$ cat config.mk
export PLATFORM = sky130hd
export DESIGN_NAME = core_local_timer_interruptor_top
export DESIGN_NICKNAME = d
export VERILOG_FILES = /design/src/hdl/cltim_pkg.sv /design/src/hdl/cltim_ram.sv /design/src/hdl/cltim_decode.sv /design/src/hdl/core_local_timer_interruptor_top.sv
export SDC_FILE = /design/constraint.sdc
export NUM_CORES = 1
export LEC_CHECK = 0
export BUFFER_PORTS_ARGS = -buffer_cell sky130_fd_sc_hd__buf_2
export CAP_MARGIN = 10
export CORE_MARGIN = 2
export CORE_UTILIZATION = 56
export CTS_CLUSTER_DIAMETER = 200
export DETAILED_ROUTE_END_ITERATION = 8
export PLACE_DENSITY = 0.76
export SYNTH_ARGS = -nofsm -noshare
export SYNTH_HDL_FRONTEND = slang
export SYNTH_SLANG_ARGS = --single-unit
$ cat constraint.sdc
create_clock -name clk -period 9.3 [get_ports clk]
set_input_delay 1.86 -clock clk [delete_from_list [all_inputs] [get_ports clk]]
set_output_delay 1.86 -clock clk [all_outputs]
set_load 0.05 [all_outputs]
$ cat src/hdl/cltim_pkg.sv
`timescale 1ns / 1ps

package cltim_pkg;

    // Operation codes carried in the request item
    localparam logic [1:0] FUNC_READ  = 2'd0;
    localparam logic [1:0] FUNC_WRITE = 2'd1;
    localparam logic [1:0] FUNC_TICK  = 2'd2;

    // Address regions
    localparam logic [1:0] REGION_NONE = 2'd0;
    localparam logic [1:0] REGION_SOFT = 2'd1;
    localparam logic [1:0] REGION_CMP  = 2'd2;
    localparam logic [1:0] REGION_TIME = 2'd3;

    // Configuration register indexes
    localparam logic [1:0] CFG_HART_SELECT    = 2'd0;
    localparam logic [1:0] CFG_TICK_INCREMENT = 2'd1;

    localparam logic [15:0] COMPARE_BASE      = 16'h4000;
    localparam logic [15:0] TIME_OFFSET       = 16'hBFF8;
    localparam logic [63:0] COMPARE_RESET     = 64'hFFFF_FFFF_FFFF_FFFF;
    localparam logic [63:0] SOFT_RESET        = 64'h0;
    localparam logic [31:0] INCREMENT_RESET   = 32'd7000;
    localparam logic [1:0]  HART_SELECT_RESET = 2'd0;

    localparam int HARTS_DEFAULT = 4;

    typedef struct packed {
        logic [1:0]  func;
        logic [15:0] byte_offset;
        logic [63:0] write_data;
    } req_item_t;

    typedef struct packed {
        logic [63:0] read_data;
        logic        timer_fire;
    } rsp_item_t;

endpackage

$ cat src/hdl/cltim_ram.sv
`timescale 1ns / 1ps

module cltim_ram #(
    parameter int WIDTH = 64,
    parameter int DEPTH = 4,
    parameter int ADDR_W = (DEPTH > 1) ? $clog2(DEPTH) : 1
) (
    input  logic              clk,
    input  logic              we,
    input  logic [ADDR_W-1:0] waddr,
    input  logic [WIDTH-1:0]  wdata,
    input  logic              re,
    input  logic [ADDR_W-1:0] raddr,
    output logic [WIDTH-1:0]  rdata
);

    logic [WIDTH-1:0] mem [DEPTH];
    logic [WIDTH-1:0] rdata_reg;

    always_ff @(posedge clk)
    begin
        if (we)
        begin
            mem[waddr] <= wdata;
        end
        // read returns the old word on a same-cycle write
        if (re)
        begin
            rdata_reg <= mem[raddr];
        end
    end

    assign rdata = rdata_reg;

endmodule

$ cat src/hdl/cltim_decode.sv
`timescale 1ns / 1ps

module cltim_decode #(
    parameter int HARTS = 4,
    parameter int IDX_W = 2
) (
    input  logic [15:0]      byte_offset,
    output logic [1:0]       region,
    output logic [IDX_W-1:0] idx
);

    import cltim_pkg::*;

    localparam logic [15:0] SPAN    = 16'(HARTS * 8);
    localparam logic [15:0] CMP_END = 16'(32'(COMPARE_BASE) + HARTS * 8);

    logic [15:0] rel;
    logic        in_soft;
    logic        in_cmp;

    always_comb
    begin
        rel     = byte_offset - COMPARE_BASE;
        in_soft = byte_offset < SPAN;
        in_cmp  = (byte_offset >= COMPARE_BASE) && (byte_offset < CMP_END);
        if (in_soft)
        begin
            region = REGION_SOFT;
            idx    = byte_offset[IDX_W+2:3];
        end
        else if (in_cmp)
        begin
            region = REGION_CMP;
            idx    = rel[IDX_W+2:3];
        end
        else if (byte_offset == TIME_OFFSET)
        begin
            region = REGION_TIME;
            idx    = '0;
        end
        else
        begin
            region = REGION_NONE;
            idx    = '0;
        end
    end

endmodule

$ cat src/hdl/core_local_timer_interruptor_top.sv
`timescale 1ns / 1ps

// Core-local timer and interrupt register block. One request item (read, write or tick) is
// taken per cycle while req_stall is low; its result item is registered: acceptance loads
// the execute stage together with the RAM read, and the output register is loaded from the
// execute stage. Stalls from the result side back up through both stages to req_stall.
// Software-pending and compare words sit in two single-port-read RAMs of HARTS words each;
// one read per item (the addressed word, or the selected hart's compare word on a tick) sets
// the one-item-per-cycle figure, with a bypass of the write made in the same cycle. After
// reset a clearing pass loads zero into every pending word and all ones into every compare
// word; requests are stalled during it, configuration writes are taken at all times.
module core_local_timer_interruptor_top #(
    parameter int HARTS = cltim_pkg::HARTS_DEFAULT
) (
    input  logic                 clk,
    input  logic                 rst_n,
    input  logic                 req_valid,
    output logic                 req_stall,
    input  cltim_pkg::req_item_t req,
    output logic                 rsp_valid,
    input  logic                 rsp_stall,
    output cltim_pkg::rsp_item_t rsp,
    input  logic                 cfg_valid,
    output logic                 cfg_ready,
    input  logic [1:0]           cfg_index,
    input  logic [31:0]          cfg_data
);

    import cltim_pkg::*;

    localparam int IDX_W = (HARTS > 1) ? $clog2(HARTS) : 1;
    localparam logic [IDX_W-1:0] LAST_IDX = IDX_W'(HARTS - 1);

    // configuration
    logic [1:0]  hart_select_reg;
    logic [31:0] tick_increment_reg;

    // clearing pass
    logic             clr_active_reg;
    logic [IDX_W-1:0] clr_addr_reg;

    // execute stage
    logic             s1_valid_reg;
    logic [1:0]       s1_func_reg;
    logic [1:0]       s1_region_reg;
    logic [IDX_W-1:0] s1_addr_reg;
    logic [63:0]      s1_data_reg;

    // bypass of the RAM write made at the edge an item was read
    logic             fwd_soft_reg;
    logic             fwd_cmp_reg;
    logic [IDX_W-1:0] fwd_addr_reg;
    logic [63:0]      fwd_data_reg;

    logic [63:0] time_count_reg;
    logic [63:0] time_count_next;

    logic      out_valid_reg;
    rsp_item_t out_item_reg;
    rsp_item_t out_item_next;

    logic             accept;
    logic             out_free;
    logic             s1_go;
    logic [1:0]       dec_region;
    logic [IDX_W-1:0] dec_idx;
    logic [31:0]      hs_wide;
    logic             hart_ok;
    logic [IDX_W-1:0] hs_addr;
    logic [IDX_W-1:0] rd_addr;
    logic             s1_wr_soft;
    logic             s1_wr_cmp;
    logic             soft_we;
    logic             cmp_we;
    logic [IDX_W-1:0] ram_waddr;
    logic [63:0]      soft_wdata;
    logic [63:0]      cmp_wdata;
    logic [63:0]      soft_rdata;
    logic [63:0]      cmp_rdata;
    logic [63:0]      soft_val;
    logic [63:0]      cmp_val;
    logic [63:0]      tick_sum;

    // configuration port never blocks
    assign cfg_ready = 1'b1;

    always_ff @(posedge clk or negedge rst_n)
    begin
        if (!rst_n)
        begin
            hart_select_reg    <= HART_SELECT_RESET;
            tick_increment_reg <= INCREMENT_RESET;
        end
        else if (cfg_valid && cfg_ready)
        begin
            unique case (cfg_index)
                CFG_HART_SELECT:    hart_select_reg    <= cfg_data[1:0];
                CFG_TICK_INCREMENT: tick_increment_reg <= cfg_data;
                default:            ;
            endcase
        end
    end

    // handshake: the execute stage moves on whenever the output register is free
    assign out_free  = !out_valid_reg || !rsp_stall;
    assign s1_go     = s1_valid_reg && out_free;
    assign req_stall = clr_active_reg || (s1_valid_reg && !out_free);
    assign accept    = req_valid && !req_stall;

    cltim_decode #(
        .HARTS (HARTS),
        .IDX_W (IDX_W)
    ) u_decode (
        .byte_offset (req.byte_offset),
        .region      (dec_region),
        .idx         (dec_idx)
    );

    // selected hart; an absent hart reads entry zero and never fires
    assign hs_wide = {30'd0, hart_select_reg};
    assign hart_ok = hs_wide < 32'(HARTS);
    assign hs_addr = hart_ok ? hs_wide[IDX_W-1:0] : '0;
    assign rd_addr = (req.func == FUNC_TICK) ? hs_addr : dec_idx;

    // RAM writes: clearing pass first, then writes leaving the execute stage
    assign s1_wr_soft = s1_go && (s1_func_reg == FUNC_WRITE) && (s1_region_reg == REGION_SOFT);
    assign s1_wr_cmp  = s1_go && (s1_func_reg == FUNC_WRITE) && (s1_region_reg == REGION_CMP);
    assign soft_we    = clr_active_reg || s1_wr_soft;
    assign cmp_we     = clr_active_reg || s1_wr_cmp;
    assign ram_waddr  = clr_active_reg ? clr_addr_reg : s1_addr_reg;
    assign soft_wdata = clr_active_reg ? SOFT_RESET : s1_data_reg;
    assign cmp_wdata  = clr_active_reg ? COMPARE_RESET : s1_data_reg;

    cltim_ram #(
        .WIDTH (64),
        .DEPTH (HARTS)
    ) u_soft_ram (
        .clk   (clk),
        .we    (soft_we),
        .waddr (ram_waddr),
        .wdata (soft_wdata),
        .re    (accept),
        .raddr (rd_addr),
        .rdata (soft_rdata)
    );

    cltim_ram #(
        .WIDTH (64),
        .DEPTH (HARTS)
    ) u_cmp_ram (
        .clk   (clk),
        .we    (cmp_we),
        .waddr (ram_waddr),
        .wdata (cmp_wdata),
        .re    (accept),
        .raddr (rd_addr),
        .rdata (cmp_rdata)
    );

    // advance the clearing pass one entry a cycle
    always_ff @(posedge clk or negedge rst_n)
    begin
        if (!rst_n)
        begin
            clr_active_reg <= 1'b1;
            clr_addr_reg   <= '0;
        end
        else if (clr_active_reg)
        begin
            if (clr_addr_reg == LAST_IDX)
            begin
                clr_active_reg <= 1'b0;
            end
            else
            begin
                clr_addr_reg <= clr_addr_reg + 1'b1;
            end
        end
    end

    // load the execute stage; capture the write that coincides with the RAM read
    always_ff @(posedge clk or negedge rst_n)
    begin
        if (!rst_n)
        begin
            s1_valid_reg <= 1'b0;
            fwd_soft_reg <= 1'b0;
            fwd_cmp_reg  <= 1'b0;
        end
        else if (accept)
        begin
            s1_valid_reg <= 1'b1;
            fwd_soft_reg <= s1_wr_soft;
            fwd_cmp_reg  <= s1_wr_cmp;
        end
        else if (s1_go)
        begin
            s1_valid_reg <= 1'b0;
        end
    end

    always_ff @(posedge clk)
    begin
        if (accept)
        begin
            s1_func_reg   <= req.func;
            s1_region_reg <= dec_region;
            s1_addr_reg   <= rd_addr;
            s1_data_reg   <= req.write_data;
            fwd_addr_reg  <= s1_addr_reg;
            fwd_data_reg  <= s1_data_reg;
        end
    end

    // execute: bypass, select, add and compare
    always_comb
    begin
        soft_val = (fwd_soft_reg && (fwd_addr_reg == s1_addr_reg)) ? fwd_data_reg : soft_rdata;
        cmp_val  = (fwd_cmp_reg && (fwd_addr_reg == s1_addr_reg)) ? fwd_data_reg : cmp_rdata;
        tick_sum = time_count_reg + {32'd0, tick_increment_reg};

        time_count_next = time_count_reg;
        out_item_next   = '0;
        case (s1_func_reg)
            FUNC_READ:
            begin
                case (s1_region_reg)
                    REGION_SOFT: out_item_next.read_data = soft_val;
                    REGION_CMP:  out_item_next.read_data = cmp_val;
                    REGION_TIME: out_item_next.read_data = time_count_reg;
                    default:     out_item_next.read_data = '0;
                endcase
            end
            FUNC_WRITE:
            begin
                if (s1_region_reg == REGION_TIME)
                begin
                    time_count_next = s1_data_reg;
                end
            end
            FUNC_TICK:
            begin
                time_count_next          = tick_sum;
                out_item_next.timer_fire = hart_ok && (tick_sum >= cmp_val);
            end
            default: ;
        endcase
    end

    always_ff @(posedge clk or negedge rst_n)
    begin
        if (!rst_n)
        begin
            time_count_reg <= '0;
        end
        else if (s1_go)
        begin
            time_count_reg <= time_count_next;
        end
    end

    // output register: hold while stalled, drop once taken
    always_ff @(posedge clk or negedge rst_n)
    begin
        if (!rst_n)
        begin
            out_valid_reg <= 1'b0;
        end
        else if (s1_go)
        begin
            out_valid_reg <= 1'b1;
        end
        else if (!rsp_stall)
        begin
            out_valid_reg <= 1'b0;
        end
    end

    always_ff @(posedge clk)
    begin
        if (s1_go)
        begin
            out_item_reg <= out_item_next;
        end
    end

    assign rsp_valid = out_valid_reg;
    assign rsp       = out_item_reg;

`ifndef SYNTHESIS
    // no item may sit in the execute stage while the RAMs are being cleared
    a_clear_empty: assert property (@(posedge clk) disable iff (!rst_n)
        clr_active_reg |-> !s1_valid_reg)
        else $error("item in execute stage during clearing pass");

    // an accepted item lands in the execute stage
    a_accept_load: assert property (@(posedge clk) disable iff (!rst_n)
        accept |=> s1_valid_reg)
        else $error("accepted item lost");

    // only a tick can raise timer_fire
    a_fire_tick: assert property (@(posedge clk) disable iff (!rst_n)
        (s1_go && (s1_func_reg != FUNC_TICK)) |=> !rsp.timer_fire)
        else $error("timer_fire on a non-tick item");
`endif

endmodule
==> impl_results.md <==
* Core region area at ~74000 um^2
* CP max FO at 22
* Worst-margin pin slew at 1.19 ns
* Summed instance area of the synthesized netlist at about 42000 um^2
* Asr flop ratio synth at between 10% and 20%
* Detailed Place HPWL at 62800 um
* Vias in the first global route at around 27000
* Share of the yosys chip area belonging to registers at around two thirds
* Run status: completed
* R2r setup slk at 3.46 ns
* # port buffers at between 150 and 200
* Commonest cells in the netlist: sky130_fd_sc_hd__edfxtp_1 (841), sky130_fd_sc_hd__nand2_1 (454), sky130_fd_sc_hd__nor2_1 (211), sky130_fd_sc_hd__clkbuf_1 (180), sky130_fd_sc_hd__a21oi_1 (158)
* Num rows at 100
* Cell taking the most area after synthesis: sky130_fd_sc_hd__edfxtp_1
* Num CTS Buffers at 96
* # IOs at 189
* Die outline height at 277 um
* Vias/cell at 6.17
* Highest ir drop seen on vdd at 0.000180 V
* Routability Congestion at approximately 0.95
* Detailed-route wire length per cell at ~23 um
* Maximum number of pins on one net before global-route repair at 174
* Clk pin slew, worst setup/hold paths at 0.06 ns
* Total buffers and inverters traversed by the critical path at 2
* Synthesized instance count at about 3300
* First-pass detailed-route iteration total at 7
* Slew Limit Headroom at 20.9%
* Number of clock sinks at approximately 950
* Nets in the synthesized netlist at 3488
* Startpoint of the worst register-to-register path: time_count_reg[0]$_DFFE_PN0P_
* Final critical delay including setup and external delays at a little under 6 ns
* Final-report hold violation count at 0
* Dominant cell type by count on the critical path: sky130_fd_sc_hd__o21ai_0
* Layout-stage area growth over the synthesis result at 12.3%
* Cells along the critical path: ha_1 -> inv_1 -> fa_1 -> nor2b_1 -> o2111ai_1 -> a211oi_1 -> o21a_1 -> a311oi_2 -> buf_4 -> or4_1 -> xnor2_1 -> ha_1 -> a21o_1 -> a21oi_1 -> o21ai_0 -> a211oi_1 -> o21ai_0 -> a31oi_1 -> o21ai_0
* Avg Cell Area, Syn at about 13 um^2
* Highest clock rate at roughly 170 MHz
* Global-route total usage across every layer at between 20% and 30%
* Lkg Pwr at about 18 nW
* Final setup vio count at 0
* Worst Clk Skew at ~0.034 ns
* Worst Hold Depth at 1
* Clk buf depth at 3
* Startpoint of the worst hold path: hart_select_reg[0]$_DFFE_PN0P_
* Min setup slack post-route at between 3 and 4 ns
* Worst setup slack before clock tree synthesis at approximately 3.6 ns
* Post-synth EDFFs at around 840
* Top-count cell post-synth: sky130_fd_sc_hd__edfxtp_1
* Horizontal extent of the die at between 200 and 300 um
* H-tree depth reported by CTS at 3
* Number of violations of the max-capacitance limit at 0
* GR Overflow Total at 0
* Drt drc at 0
* Final worst path period share at 62.8%
* RSZ-0062 raised after global routing: false
* Number of storage elements in the synthesis netlist at about 950
* Kind of cell with the highest combined delay on the critical path: compound AO/OA/AOI/OAI gates
* Skew-Pair Late Insertion Delay at 0.66 ns
* Routed wire length at ~100000 um
* Wire length of the first global-routing pass at 157000 um
* TNS Setup at 0 ns
* Synth top area share at about three fifths
* Crit start category: flop
* Category of the most critical setup path: reg -> reg
* Layout Nets at approximately 3600
* Flip-flop cell with the highest count after synthesis: sky130_fd_sc_hd__edfxtp_1
* CP Data Arrival Time at 6.23 ns
* Power density of the placed cells at 251 nW/um^2
* DRT antenna net count at 0
* Number of antenna violations at the first check in global routing at 5
* CTS Root Buffer Type: sky130_fd_sc_hd__clkbuf_16
* Crit-path max cell delay at ~0.63 ns
* Hold/Removal Path Class: reg -> reg
* Number of max-slew violations in the final report at 0
* Largest cells by area after synthesis: sky130_fd_sc_hd__edfxtp_1 (60%), sky130_fd_sc_hd__dfrtp_1 (5.8%), sky130_fd_sc_hd__nand2_1 (4.1%)
* CTS Hold Buffers Added at 0
* Distinct cell type count of the synthesized netlist at 73
* Total number of vias at between 20000 and 30000
* Power Total at 11.7 mW
* Standard cell with the maximum stage delay on the critical path: sky130_fd_sc_hd__a211oi_1
* Buffers inserted during post-CTS setup optimization at 0
* Die outline area at 76800 um^2
* Number of cells on the worst reg-to-reg path at 19
* Endpoint of the worst-slack reg-to-reg timing path: rsp[0]$_SDFFCE_PP0P_
* Count of cells resized by post-cts repair at 0
* TritonCTS clock tree: yes
* Yosys synthesis warning count at 0
* Starting density of the core at around 56%
* Fraction of layout instances using a drive strength above 1 at about 15%
* Number of design-rule violations left by the first detailed-router iteration at 3127
* CP Capture Type: flop
* Standard cell area after detailed placement at between 40000 and 50000 um^2
* Required time of the critical path at about 9.7 ns
* Min-Delay Endpoint: hart_select_reg[0]$_DFFE_PN0P_
* Total non-filler cell area in the finished layout at 46900 um^2
[where the power goes]
part	total [mW]	switching, mW	internal, mW
clock network	3.86	1.61	2.25
logic	2.63	1.65	0.988
registers	5.25	0.288	4.97
[cell families (layout without fill, tap and decap cells)]
family | after synthesis | count (layout) | synth area share (%)
xor gates and xnor gates | 63 | 63 | 1.32
and+or+nand+nor | 1083 | 1083 | 12.2
buffers and inverters | 218 | 427 | 1.99
muxes | 169 | 169 | 4.16
DFF | 946 | 946 | 66.8
adders and majority gates | 98 | 98 | 2.95
AOI/OAI and AO/OA | 691 | 691 | 10.6
other | 1 | 3 | 0.00898
[metrics by stage]
| stage | cells | hold WS [ns] | utilization [%] |
|---|---|---|---|
| finish | 4449 | 0.510 | 63.2 |
| floorplan | 3269 | 0.424 | - |
| global placement | 4268 | 0.495 | 58.9 |
| CTS | 4447 | 0.517 | 63.2 |
| global route | 4447 | 0.543 | 63.2 |
| detailed placement | 4268 | 0.502 | 58.9 |
[final cells by class]
cell class / count / area (um^2)
Timing Repair Buffer: 230 / 1290
Clock buffer: 132 / 2690
Sequential cell: 946 / 27900
Inverter: 18 / 81.3
Multi-Input combinational cell: 2105 / 13300
Fill cell: 5420 / 27300
Clock inverter: 47 / 479
Tap cell: 969 / 1210
Antenna cell: 2 / 5.00
[metal layers]
layer | vias up | share of wire [%] | global-route usage [%]
li1 | 12399 | - | -
met1 | 13559 | 40 | 36.0
met2 | 1239 | 48 | 43.6
met3 | 242 | 7.9 | 4.15
met4 | 6 | 4.0 | 11.1
met5 | - | 0.029 | 0
[cell usage in the layout (no fill, tap or decap), drive strengths merged, types with 105 or more instances in the layout]
master,count
nand2,454
a211oi,140
nor2,211
o21ai,105
clkbuf,132
mux2i,133
a21oi,158
edfxtp,841
and2,130
a31oi,151
buf,230
[worst max path at each step]
| stage | cells after the start | startpoint | slack, ns | to |
|---|---|---|---|---|
| after global placement | 19 | time_count_reg[0]$_DFFE_PN0P_ | 3.63 | rsp[0]$_SDFFCE_PP0P_ |
| after global routing | 19 | time_count_reg[0]$_DFFE_PN0P_ | 3.16 | rsp[0]$_SDFFCE_PP0P_ |
| after detailed placement | 19 | time_count_reg[0]$_DFFE_PN0P_ | 3.61 | rsp[0]$_SDFFCE_PP0P_ |
| after CTS | 19 | time_count_reg[0]$_DFFE_PN0P_ | 3.58 | rsp[0]$_SDFFCE_PP0P_ |
| final | 19 | time_count_reg[0]$_DFFE_PN0P_ | 3.46 | rsp[0]$_SDFFCE_PP0P_ |
| after floorplan | 7 | rsp_stall | 0.51 | u_soft_ram.mem[2][0]$_DFFE_PP_ |
[worst reg2reg max path, stage by stage (launching register included)]
cell and delay [ns]:
sky130_fd_sc_hd__dfrtp_1 0.40, sky130_fd_sc_hd__ha_1 0.22, sky130_fd_sc_hd__inv_1 0.06, sky130_fd_sc_hd__fa_1 0.40, sky130_fd_sc_hd__nor2b_1 0.23, sky130_fd_sc_hd__o2111ai_1 0.29, sky130_fd_sc_hd__a211oi_1 0.63, sky130_fd_sc_hd__o21a_1 0.24
sky130_fd_sc_hd__a311oi_2 0.05, sky130_fd_sc_hd__buf_4 0.25, sky130_fd_sc_hd__or4_1 0.60, sky130_fd_sc_hd__xnor2_1 0.16, sky130_fd_sc_hd__ha_1 0.30, sky130_fd_sc_hd__a21o_1 0.16, sky130_fd_sc_hd__a21oi_1 0.13, sky130_fd_sc_hd__o21ai_0 0.29
sky130_fd_sc_hd__a211oi_1 0.30, sky130_fd_sc_hd__o21ai_0 0.26, sky130_fd_sc_hd__a31oi_1 0.46, sky130_fd_sc_hd__o21ai_0 0.16
No activity file was read; power rests on OpenSTA's default activity.
